## config.mk

```make
export PLATFORM = sky130hd
export DESIGN_NAME = mlt_ram
export DESIGN_NICKNAME = d
export VERILOG_FILES = /design/src/mlt_ram.sv
export SDC_FILE = /design/constraint.sdc
export NUM_CORES = 1
export LEC_CHECK = 0
export BUFFER_PORTS_ARGS = -buffer_cell sky130_fd_sc_hd__buf_2
export CAP_MARGIN = 20
export CORE_MARGIN = 2
export CORE_UTILIZATION = 40
export CTS_BUF_LIST = sky130_fd_sc_hd__clkbuf_4 sky130_fd_sc_hd__clkbuf_8 sky130_fd_sc_hd__clkbuf_16
export DETAILED_ROUTE_END_ITERATION = 8
export PLACE_DENSITY = 0.56
export SLEW_MARGIN = 20
export SYNTH_ARGS = -nofsm -noshare
export SYNTH_HDL_FRONTEND = slang
export SYNTH_SLANG_ARGS = --single-unit
```

## constraint.sdc

```tcl
create_clock -name clk -period 2.3 [get_ports clk]
set_clock_uncertainty 0.05 [all_clocks]
set_input_delay 0.345 -clock clk [delete_from_list [all_inputs] [get_ports clk]]
set_output_delay 0.345 -clock clk [all_outputs]
set_load 0.01 [all_outputs]
```

## src/mlt_ram.sv

```systemverilog
// Simple dual-port RAM with registered read data
module mlt_ram #(
  parameter int DEPTH = 64,
  parameter int WIDTH = 8
) (
  input  logic                     clk,
  input  logic                     we,
  input  logic [$clog2(DEPTH)-1:0] waddr,
  input  logic [WIDTH-1:0]         wdata,
  input  logic                     re,
  input  logic [$clog2(DEPTH)-1:0] raddr,
  output logic [WIDTH-1:0]         rdata
);
  logic [WIDTH-1:0] mem [DEPTH];
  logic [WIDTH-1:0] rdata_r;

  always_ff @(posedge clk) begin
    if (we) begin
      mem[waddr] <= wdata;
    end
    if (re) begin
      rdata_r <= mem[raddr];
    end
  end

  assign rdata = rdata_r;
endmodule

```

==> results.cfg <==
[grt]
grt_pass1_vias = 10300
track_usage = 0.182
grt-ovfl-total = 0
met1_usage = 0.265
grt_max_degree = 65
grt_antenna_before_repair = 1
use_met2 = 0.282
busiest_layer = met2
grt_pass1_wl_microns = 69700
grtUsageMet3 = 0.0357

[cts]
cts_tree = done
ctsHoldBuffers = 0
clkTransAtPathRegs_ns = 0.06
cts_sinks = 520
cts_buffers = 54
cts-root-buf = clkbuf_16
insertion_delay_ns = 0.60
post-cts-setup-buffers = 0
ctsHtreeMaxLevel = 2
clock_path_buffers = 3

[placement]
port_buffers = 30
placed_cell_area_sq_um = 22400
place_congestion = 0.782
hpwl_microns = 31200

[floorplanning]
die_x_microns = 229
die_h_microns = 229
fp.coreArea_sq_um = 50100
io_pins = 31
die_area_sq_um = 52400
rows = 82
start_util = 0.404

[drt]
drt_iter0_markers = 964
num_vias = 10000
antenna_left = 0
drc_errors = 0
firstDrtPassIters = 5
viasPerCell = 5.39
routed_wl_microns = 46900
wire_per_inst_microns = 25.3

[synth]
synth_seq_cells = 520
syn_nets = 963
synthCells = 940
postSynthAreaPerCell_sq_um = 21.5
ys_types = 39
seq_area_frac_synth = 0.771
yosys_warnings = 0
synth_area_sq_um = 20200

[cells_and_area]
final-seq-area_sq_um = 15600
num-fill-cells = 4133
area_growth_pct = 19.9
drive_gt1_frac = 0.361
final_nets = 1168
multi_input_area_sq_um = 4320
final_area_sq_um = 24300

[setup_path]
end_kind = flip-flop
cp_max_fo = 1
cpPeakStageDelay_ns = 0.47
crit_chain = mux4_2, mux2_2, o221a_2, nor3_1, o32ai_1
arrival_ns = 2.53
cp_num_buf_inv = 0
cpLargestDelayFamily = multiplexers
critPathLaunchType = flip-flop
worstPathRequired_ns = 2.57
slowest_stage = mux4_2
crit_type = reg2reg

[flow_run]
maxCapViolCount = 0

[sta]
post-route-period-util = 0.984
slew_violations = 0
period_minus_slack_ns = 2.26
rsz0062_at_grt = no
setup_violations = 0
hold_viol_final = 0
slew_headroom = 0.494
tightest_slew_ns = 0.759
fmaxAchievable_mhz = 442
worst_hold_slack_ns = 0.0525

[pwr]
power.density_nw_per_um2 = 850
peakVddDrop_mv = 0.512
p_leak_nw = 7.93

[worst_hold_path]
min_path_type = in2reg

[run_status]
status = completed
==> layout make-up <==
| class | count | share of cell area |
|---|---|---|
| tap | 672 | 0.0346 |
| antenna | 1 | 0.000103 |
| multi-input combinational | 369 | 0.178 |
| clock inverter | 30 | 0.0164 |
| sequential | 520 | 0.643 |
| timing repair buffer | 200 | 0.0686 |
| clock buffer | 65 | 0.0591 |
==> state kept, by name, indices dropped and copies added (netlist names) <==
name and count:
mem 512, rdata 8
==> per-layer routing <==
layer | share of wire | wire, microns
met1 | 0.45 | 20900
met2 | 0.48 | 22300
met3 | 0.056 | 2610
met4 | 0.023 | 1070
met5 | 0.00034 | 16
==> final timing paths <==
| kind | depth (start not counted) | slack (ns) | start | endpoint |
|---|---|---|---|---|
| max | 5 | 0.04 | mem[16][4] | rdata[4] |
| min | 1 | 0.05 | re | rdata[5] |
| max reg2reg | 5 | 0.04 | mem[16][4] | rdata[4] |
| min reg2reg | 4 | 0.88 | mem[5][7] | rdata[7] |
==> cells in the mapped netlist <==
library cell  number  area [sq um]
nor3_1             7          35.0
nand2b_1           7          43.8
nor2_1            83           312
edfxtp_1         520         15600
o221a_2            2          22.5
o21ai_0            2          10.0
mux2i_1           23           230
nand4b_1           1          8.76
a2111oi_0          2          17.5
o21ai_1            2          10.0
a31oi_1            1          6.26
nand3b_1           3          22.5
a211oi_1           4          30.0
a21oi_1            3          15.0
clkbuf_1          17          63.8
or3_1              1          6.26
o2bb2ai_1          3          26.3
o22ai_1            8          50.1
a22oi_1            3          22.5
o311ai_1           1          8.76
mux2_2            13           146
nor2b_1           14          87.6
nand2_1           19          71.3
buf_4             13          97.6
mux4_2           126          2840
nand4_1            2          12.5
o32ai_1            2          17.5
o2111ai_1          3          26.3
nor4_1             2          12.5
o41ai_1            2          17.5
buf_12             2          40.0
o221ai_1           8          70.1
a221oi_1           6          52.6
o21a_1             2          15.0
nand3_1           13          65.1
and2_1             1          6.26
buf_2             11          55.1
buf_1              4          15.0
buf_6              4          45.0
==> cells in the final DEF, fill, tap and decap left out, types with 3 or more instances in the layout <==
| master | netlist | final |
|---|---|---|
| a211oi_1 | 4 | 4 |
| a21oi_1 | 3 | 3 |
| a221oi_1 | 6 | 6 |
| a22oi_1 | 3 | 3 |
| buf_12 | 2 | 18 |
| buf_2 | 11 | 27 |
| buf_4 | 13 | 154 |
| bufinv_16 | 0 | 9 |
| clkbuf_16 | 0 | 54 |
| clkbuf_4 | 0 | 11 |
| clkinv_1 | 0 | 9 |
| clkinv_2 | 0 | 4 |
| clkinvlp_4 | 0 | 3 |
| edfxtp_1 | 520 | 520 |
| mux2_2 | 13 | 13 |
| mux2i_1 | 23 | 23 |
| mux4_2 | 126 | 126 |
| nand2_1 | 19 | 19 |
| nand2b_1 | 7 | 7 |
| nand3_1 | 13 | 13 |
| nand3b_1 | 3 | 3 |
| nor2_1 | 83 | 83 |
| nor2b_1 | 14 | 14 |
| nor3_1 | 7 | 6 |
| o2111ai_1 | 3 | 3 |
| o221ai_1 | 8 | 8 |
| o22ai_1 | 8 | 8 |
| o2bb2ai_1 | 3 | 3 |
==> power by group <==
group	total [mW]	switching, mW	internal (mW)
registers	10.5	0.0321	10.5
clock network	8.98	3.54	5.44
logic	1.11	0.626	0.480
total	20.6	4.20	16.4
==> cells by family after synthesis <==
logic type	count (synthesis)	synth area share
buf+inv	51	0.0156
mux	162	0.159
flops	520	0.771
simple gates	153	0.0337
compound gates	54	0.0206
==> through the flow <==
stage          total power [mW]  utilization  setup WS (ns)  setup TNS, ns  instances
2_1_floorplan              11.3            -         0.0987              0        940
3_3_place_gp               11.9        0.448         -0.373          -2.19       1761
3_5_place_dp               11.9        0.448         -0.357          -2.24       1761
4_1_cts                    20.8        0.485         0.0174              0       1856
5_1_grt                    21.3        0.485        0.00529              0       1856
6_report                   20.6        0.485         0.0373              0       1857
==> repair_timing <==
action	CTS	global route
endpoints found under the hold margin	0	0
setup endpoints to repair	1	0
gates resized for setup	1	0
Note: power is estimated with default switching activity, not from simulation.
