[src/mlt_pkg.sv]
// Types and constants of the maglev table builder
package mlt_pkg;

  localparam int TABLE_DEPTH  = 8192;
  localparam int SLOT_AW      = 13;
  localparam int MAX_BACKENDS = 64;
  localparam int BK_AW        = 6;
  localparam int CNT_W        = 7;
  localparam int ID_BITS      = 16;
  localparam int HASH_W       = 32;
  localparam int FLOW_W       = 64;
  localparam int SIZE_W       = 13;
  localparam int SLOT_W       = 17;
  localparam int REM_STEPS_W  = 7;

  localparam logic [SIZE_W-1:0] SIZE_RESET = 13'd4093;
  localparam logic [SLOT_W-1:0] SLOT_EMPTY = '1;

  typedef enum logic [1:0] {
    OP_CLEAR  = 2'd0,
    OP_LOAD   = 2'd1,
    OP_BUILD  = 2'd2,
    OP_LOOKUP = 2'd3
  } op_t;

  typedef enum logic [1:0] {
    STAT_OK    = 2'd0,
    STAT_FULL  = 2'd1,
    STAT_PROBE = 2'd2
  } stat_t;

  typedef enum logic [3:0] {
    ST_CLR,
    ST_IDLE,
    ST_LD_RD,
    ST_LD_CMP,
    ST_LD_WR,
    ST_PR_RD,
    ST_PR_OFF,
    ST_PR_OWAIT,
    ST_PR_SWAIT,
    ST_FL_RD,
    ST_FL_ADDR,
    ST_FL_CHK,
    ST_LU_WAIT,
    ST_LU_RD,
    ST_DONE
  } state_t;

  // backend list entry
  typedef struct packed {
    logic [ID_BITS-1:0] id;
    logic [HASH_W-1:0]  oh;
    logic [HASH_W-1:0]  sh;
  } list_ent_t;

  // per-backend permutation state during a build
  typedef struct packed {
    logic [SIZE_W-1:0] skip;
    logic [SIZE_W-1:0] cur;
  } bk_ent_t;

  // request to the remainder unit
  typedef struct packed {
    logic              start;
    logic [SIZE_W-1:0] divisor;
  } rem_ctl_t;

endpackage

[src/mlt_rem.sv]
// Bit-serial remainder unit: 64-bit dividend by a 13-bit divisor, one bit a cycle
module mlt_rem (
  input  logic                          clk,
  input  logic                          rst_n,
  input  mlt_pkg::rem_ctl_t             ctl,
  input  logic [mlt_pkg::FLOW_W-1:0]    dividend,
  output logic                          done,
  output logic [mlt_pkg::SIZE_W-1:0]    rem
);
  import mlt_pkg::*;

  logic                   busy_r, done_r;
  logic [REM_STEPS_W-1:0] cnt_r;
  logic [FLOW_W-1:0]      dvd_r;
  logic [SIZE_W-1:0]      div_r, rem_r;
  logic [SIZE_W:0]        trial;
  logic [SIZE_W:0]        rem_nxt;

  // restoring step: shift in the next dividend bit, subtract if it fits
  always_comb begin
    trial = {rem_r, dvd_r[FLOW_W-1]};
    if (trial >= {1'b0, div_r}) begin
      rem_nxt = trial - {1'b0, div_r};
    end else begin
      rem_nxt = trial;
    end
  end

  // control
  always_ff @(posedge clk) begin
    if (!rst_n) begin
      busy_r <= 1'b0;
      done_r <= 1'b0;
      cnt_r  <= '0;
    end else begin
      done_r <= 1'b0;
      if (ctl.start) begin
        busy_r <= 1'b1;
        cnt_r  <= REM_STEPS_W'(FLOW_W);
      end else if (busy_r) begin
        cnt_r <= cnt_r - 1'b1;
        if (cnt_r == REM_STEPS_W'(1)) begin
          busy_r <= 1'b0;
          done_r <= 1'b1;
        end
      end
    end
  end

  // datapath
  always_ff @(posedge clk) begin
    if (ctl.start) begin
      dvd_r <= dividend;
      div_r <= ctl.divisor;
      rem_r <= '0;
    end else if (busy_r) begin
      dvd_r <= {dvd_r[FLOW_W-2:0], 1'b0};
      rem_r <= rem_nxt[SIZE_W-1:0];
    end
  end

  assign done = done_r;
  assign rem  = rem_r;
endmodule

[config.mk]
export PLATFORM = sky130hd
export DESIGN_NAME = mlt_rem
export DESIGN_NICKNAME = d
export VERILOG_FILES = /design/src/mlt_pkg.sv /design/src/mlt_rem.sv
export SDC_FILE = /design/constraint.sdc
export NUM_CORES = 1
export LEC_CHECK = 0
export BUFFER_PORTS_ARGS = -buffer_cell sky130_fd_sc_hd__buf_2
export CAP_MARGIN = 20
export CORE_MARGIN = 3
export CORE_UTILIZATION = 50
export DETAILED_ROUTE_END_ITERATION = 12
export GPL_ROUTABILITY_DRIVEN = 1
export PLACE_DENSITY = 0.78
export SYNTH_ARGS = -nofsm -noshare
export SYNTH_HDL_FRONTEND = slang
export SYNTH_SLANG_ARGS = --single-unit
export TNS_END_PERCENT = 100
[constraint.sdc]
create_clock -name clk -period 2.31 [get_ports clk]
set_clock_uncertainty 0.05 [all_clocks]
set_input_delay 0.3465 -clock clk [delete_from_list [all_inputs] [get_ports clk]]
set_output_delay 0.3465 -clock clk [all_outputs]
set_load 0.05 [all_outputs]
==> impl_results.md <==
* Synth top area share at 0.493
* HPWL after detailed placement at around 6200 um
* Sink Count at 99
* Fillers at between 700 and 800
* HP Class: in2reg
* Num CTS Buffers at 9
* Reg area at 2760 sq um
* Max Slew Vio Count at 0
* Leak Pwr at approximately 2.3 nW
* Horiz. Die Dim at 103 um
* Area Overhead vs Synth at 18.5%
* Core area at 8930 sq um
* Final Non-Filler Cells at 560
* Synth Flop Type: edfxtp_1
* Ys Warns at 0
* WHS at 89.0 ps
* Netlist Area Pre-Place at 4690 sq um
* Number of routed nets with antenna violations at 0
* Clock Latency Late Sink at approximately 370 ps
* Die Ht at between 100 and 150 um
* WS Path Type: reg2reg
* Htree depth at 3
* DIE AREA at 10600 sq um
* Ports at 94
* Multi-input logic area at between 1500 and 2000 sq um
* Cell taking the most area after synthesis: edfxtp_1
* Gate Count Post-Synth at around 350
* Largest net degree at the start of global routing at between 60 and 70
* Maximum clock rate at 0.441 GHz
* Vias at 3089
* Status: finished clean
* Initial core utilization at 0.525
* #FFs+latches synth at 99
* Pwr Density at about 710 nW/um^2
* Slew @ Worst Pin at 630 ps
* Syn_nets at between 400 and 500
* Post-synth cell types at 47
* Placer Congestion at 0.910
* Ant. Diodes at 0
* Crit path max fanout at 7
* # DRC at 0
* Critical path required time at 2530 ps
* Initial antenna violation count at 1
* Final Cell Area at 5560 sq um
* CTS tree: done
* RSZ-0062 raised after global routing: true
* First-pass GRT wire length at between 10000 and 15000 um
* Min Tclk post-route at 2270 ps
* Post-synthesis sequential area ratio at 0.587
* Reg clk slew, reported paths at 100 ps
* Setup bufs post-CTS at 0
* Initial DRT Pass Iterations at 4
* Tot GR Track Use at 0.178
* Wire per inst at approximately 16 um
* Post-synth EDFFs at 77
* Maximum VDD drop at 0.000542 V
* Top-count cell post-synth: edfxtp_1
* Root Buffer: clkbuf_8
* Total design power at 0.00394 W
* Commonest cells post-synth: edfxtp_1, mux2_2, dfxtp_1, nor2_1, nand2_1
* Vias per cell at 5.52
* Period utilization at 0.981
* Worst relative slew slack at 0.579
* Share of layout cells above drive strength 1 at 0.447
* Final setup fails at 0
* 1st-iter DRT viols at 83
* CTS Buffer Depth at 2
* # port buffers at 93
* Hold Fails Final Rpt at 0
* Setup crit end kind: flip-flop
* CP arrival at around 2500 ps
* Nets at between 500 and 600
* Critical path startpoint category: flip-flop
* Ys async rst share at 0
* R2R Setup Slk at 40 ps
* Placed cell count at 543
* Row cnt at 34
* Area after DPL at 5310 sq um
* Total gr overflow at 0
* Area contributors post-synth: edfxtp_1, mux2_2, dfxtp_1
* Vias in the first global route at 3157
* Max-cap violation count at 0
* Final wirelength at roughly 9000 um
* Syn Area/Cell at 13.4 sq um
* Core Util, Final at 0.622
==> repair_timing <==
| action | CTS | global route |
|---|---|---|
| pin swaps | 0 | 4 |
| hold buffers | 0 | 0 |
| endpoints found under the setup margin | 6 | 13 |
| resized for setup | 3 | 10 |
| endpoints found under the hold margin | 0 | 0 |
| gates cloned | 0 | 1 |
==> worst max-delay path: stages, from the launching register on <==
cell and delay (ps):
dfxtp_2 350, ha_1 350, a21o_1 240, a21oi_2 220, nand3_2 180, a31oi_4 350
nand2_1 120, a311oi_1 310
==> metal layers <==
| metal | track usage | up-vias | part of all wire |
|---|---|---|---|
| met1 | 0.223 | 1459 | 0.43 |
| met2 | 0.282 | 111 | 0.46 |
| met5 | 0 | - | 0.0015 |
| li1 | - | 1502 | - |
| met3 | 0.0765 | 15 | 0.092 |
| met4 | 0.0528 | 2 | 0.014 |
==> placed cells by master (no fill, tap or decap), types with 3 or more instances in the layout <==
cell type	n
dfxtp_2	6
a32oi_1	3
buf_2	92
buf_4	5
xnor2_1	10
o21a_1	3
a311oi_1	5
nor2_1	22
o21ai_0	3
nor3_1	5
xor2_1	5
a21o_1	3
mux2_2	63
edfxtp_1	77
o31ai_1	4
inv_1	18
a211oi_1	3
nand4_1	3
nand2_1	20
and3_1	4
dfxtp_1	16
clkbuf_8	9
a21oi_1	8
ha_1	15
==> cell type report <==
| type | count | area share |
|---|---|---|
| multi-input cells | 218 | 0.334 |
| well taps | 108 | 0.0243 |
| repair buffers | 100 | 0.0989 |
| clock buffers | 9 | 0.0223 |
| clock inverters | 7 | 0.0106 |
| flip-flops and latches | 99 | 0.497 |
| inverters | 19 | 0.0135 |
==> path summary, 6_finish.rpt <==
path                                from  endpoint  cells past startpoint
worst min register to register  cnt_r[1]  cnt_r[1]                      2
worst min-delay path              ctl[0]  div_r[0]                      1
worst max register to register    rem[3]   rem[10]                      7
worst max-delay path              rem[3]   rem[10]                      7
==> logic make-up (layout without fill, tap and decap cells) <==
group,count (synthesis),after routing,synth area share
xor gates and xnor gates,15,15,0.0280
buffers and inverters,33,135,0.0307
muxes,64,64,0.153
DFF,99,99,0.587
and+or+nand+nor,73,73,0.0758
AOI/OAI and AO/OA,49,50,0.0806
adders and majority gates,16,16,0.0443
==> state kept, by name, indices dropped and copies added (netlist names) <==
register	count
dvd_r	64
cnt_r	7
div_r	13
rem	13
busy_r	1
done	1
==> power by group <==
group / switching [W] / total, W / internal [W]
registers: 0.0000670 / 0.00218 / 0.00212
logic: 0.000386 / 0.000707 / 0.000322
clock network: 0.000633 / 0.00105 / 0.000412
total: 0.00109 / 0.00394 / 0.00285
==> metrics by stage <==
step | setup WS (ps) | TNS, ps
finish | 44.0 | 0
global route | -27.2 | -87.7
CTS | -9.74 | -13.2
detailed placement | -84.6 | -84.6
global placement | 70.8 | 0
floorplan | 18.2 | 0
No activity file was read; power rests on OpenSTA's default activity.
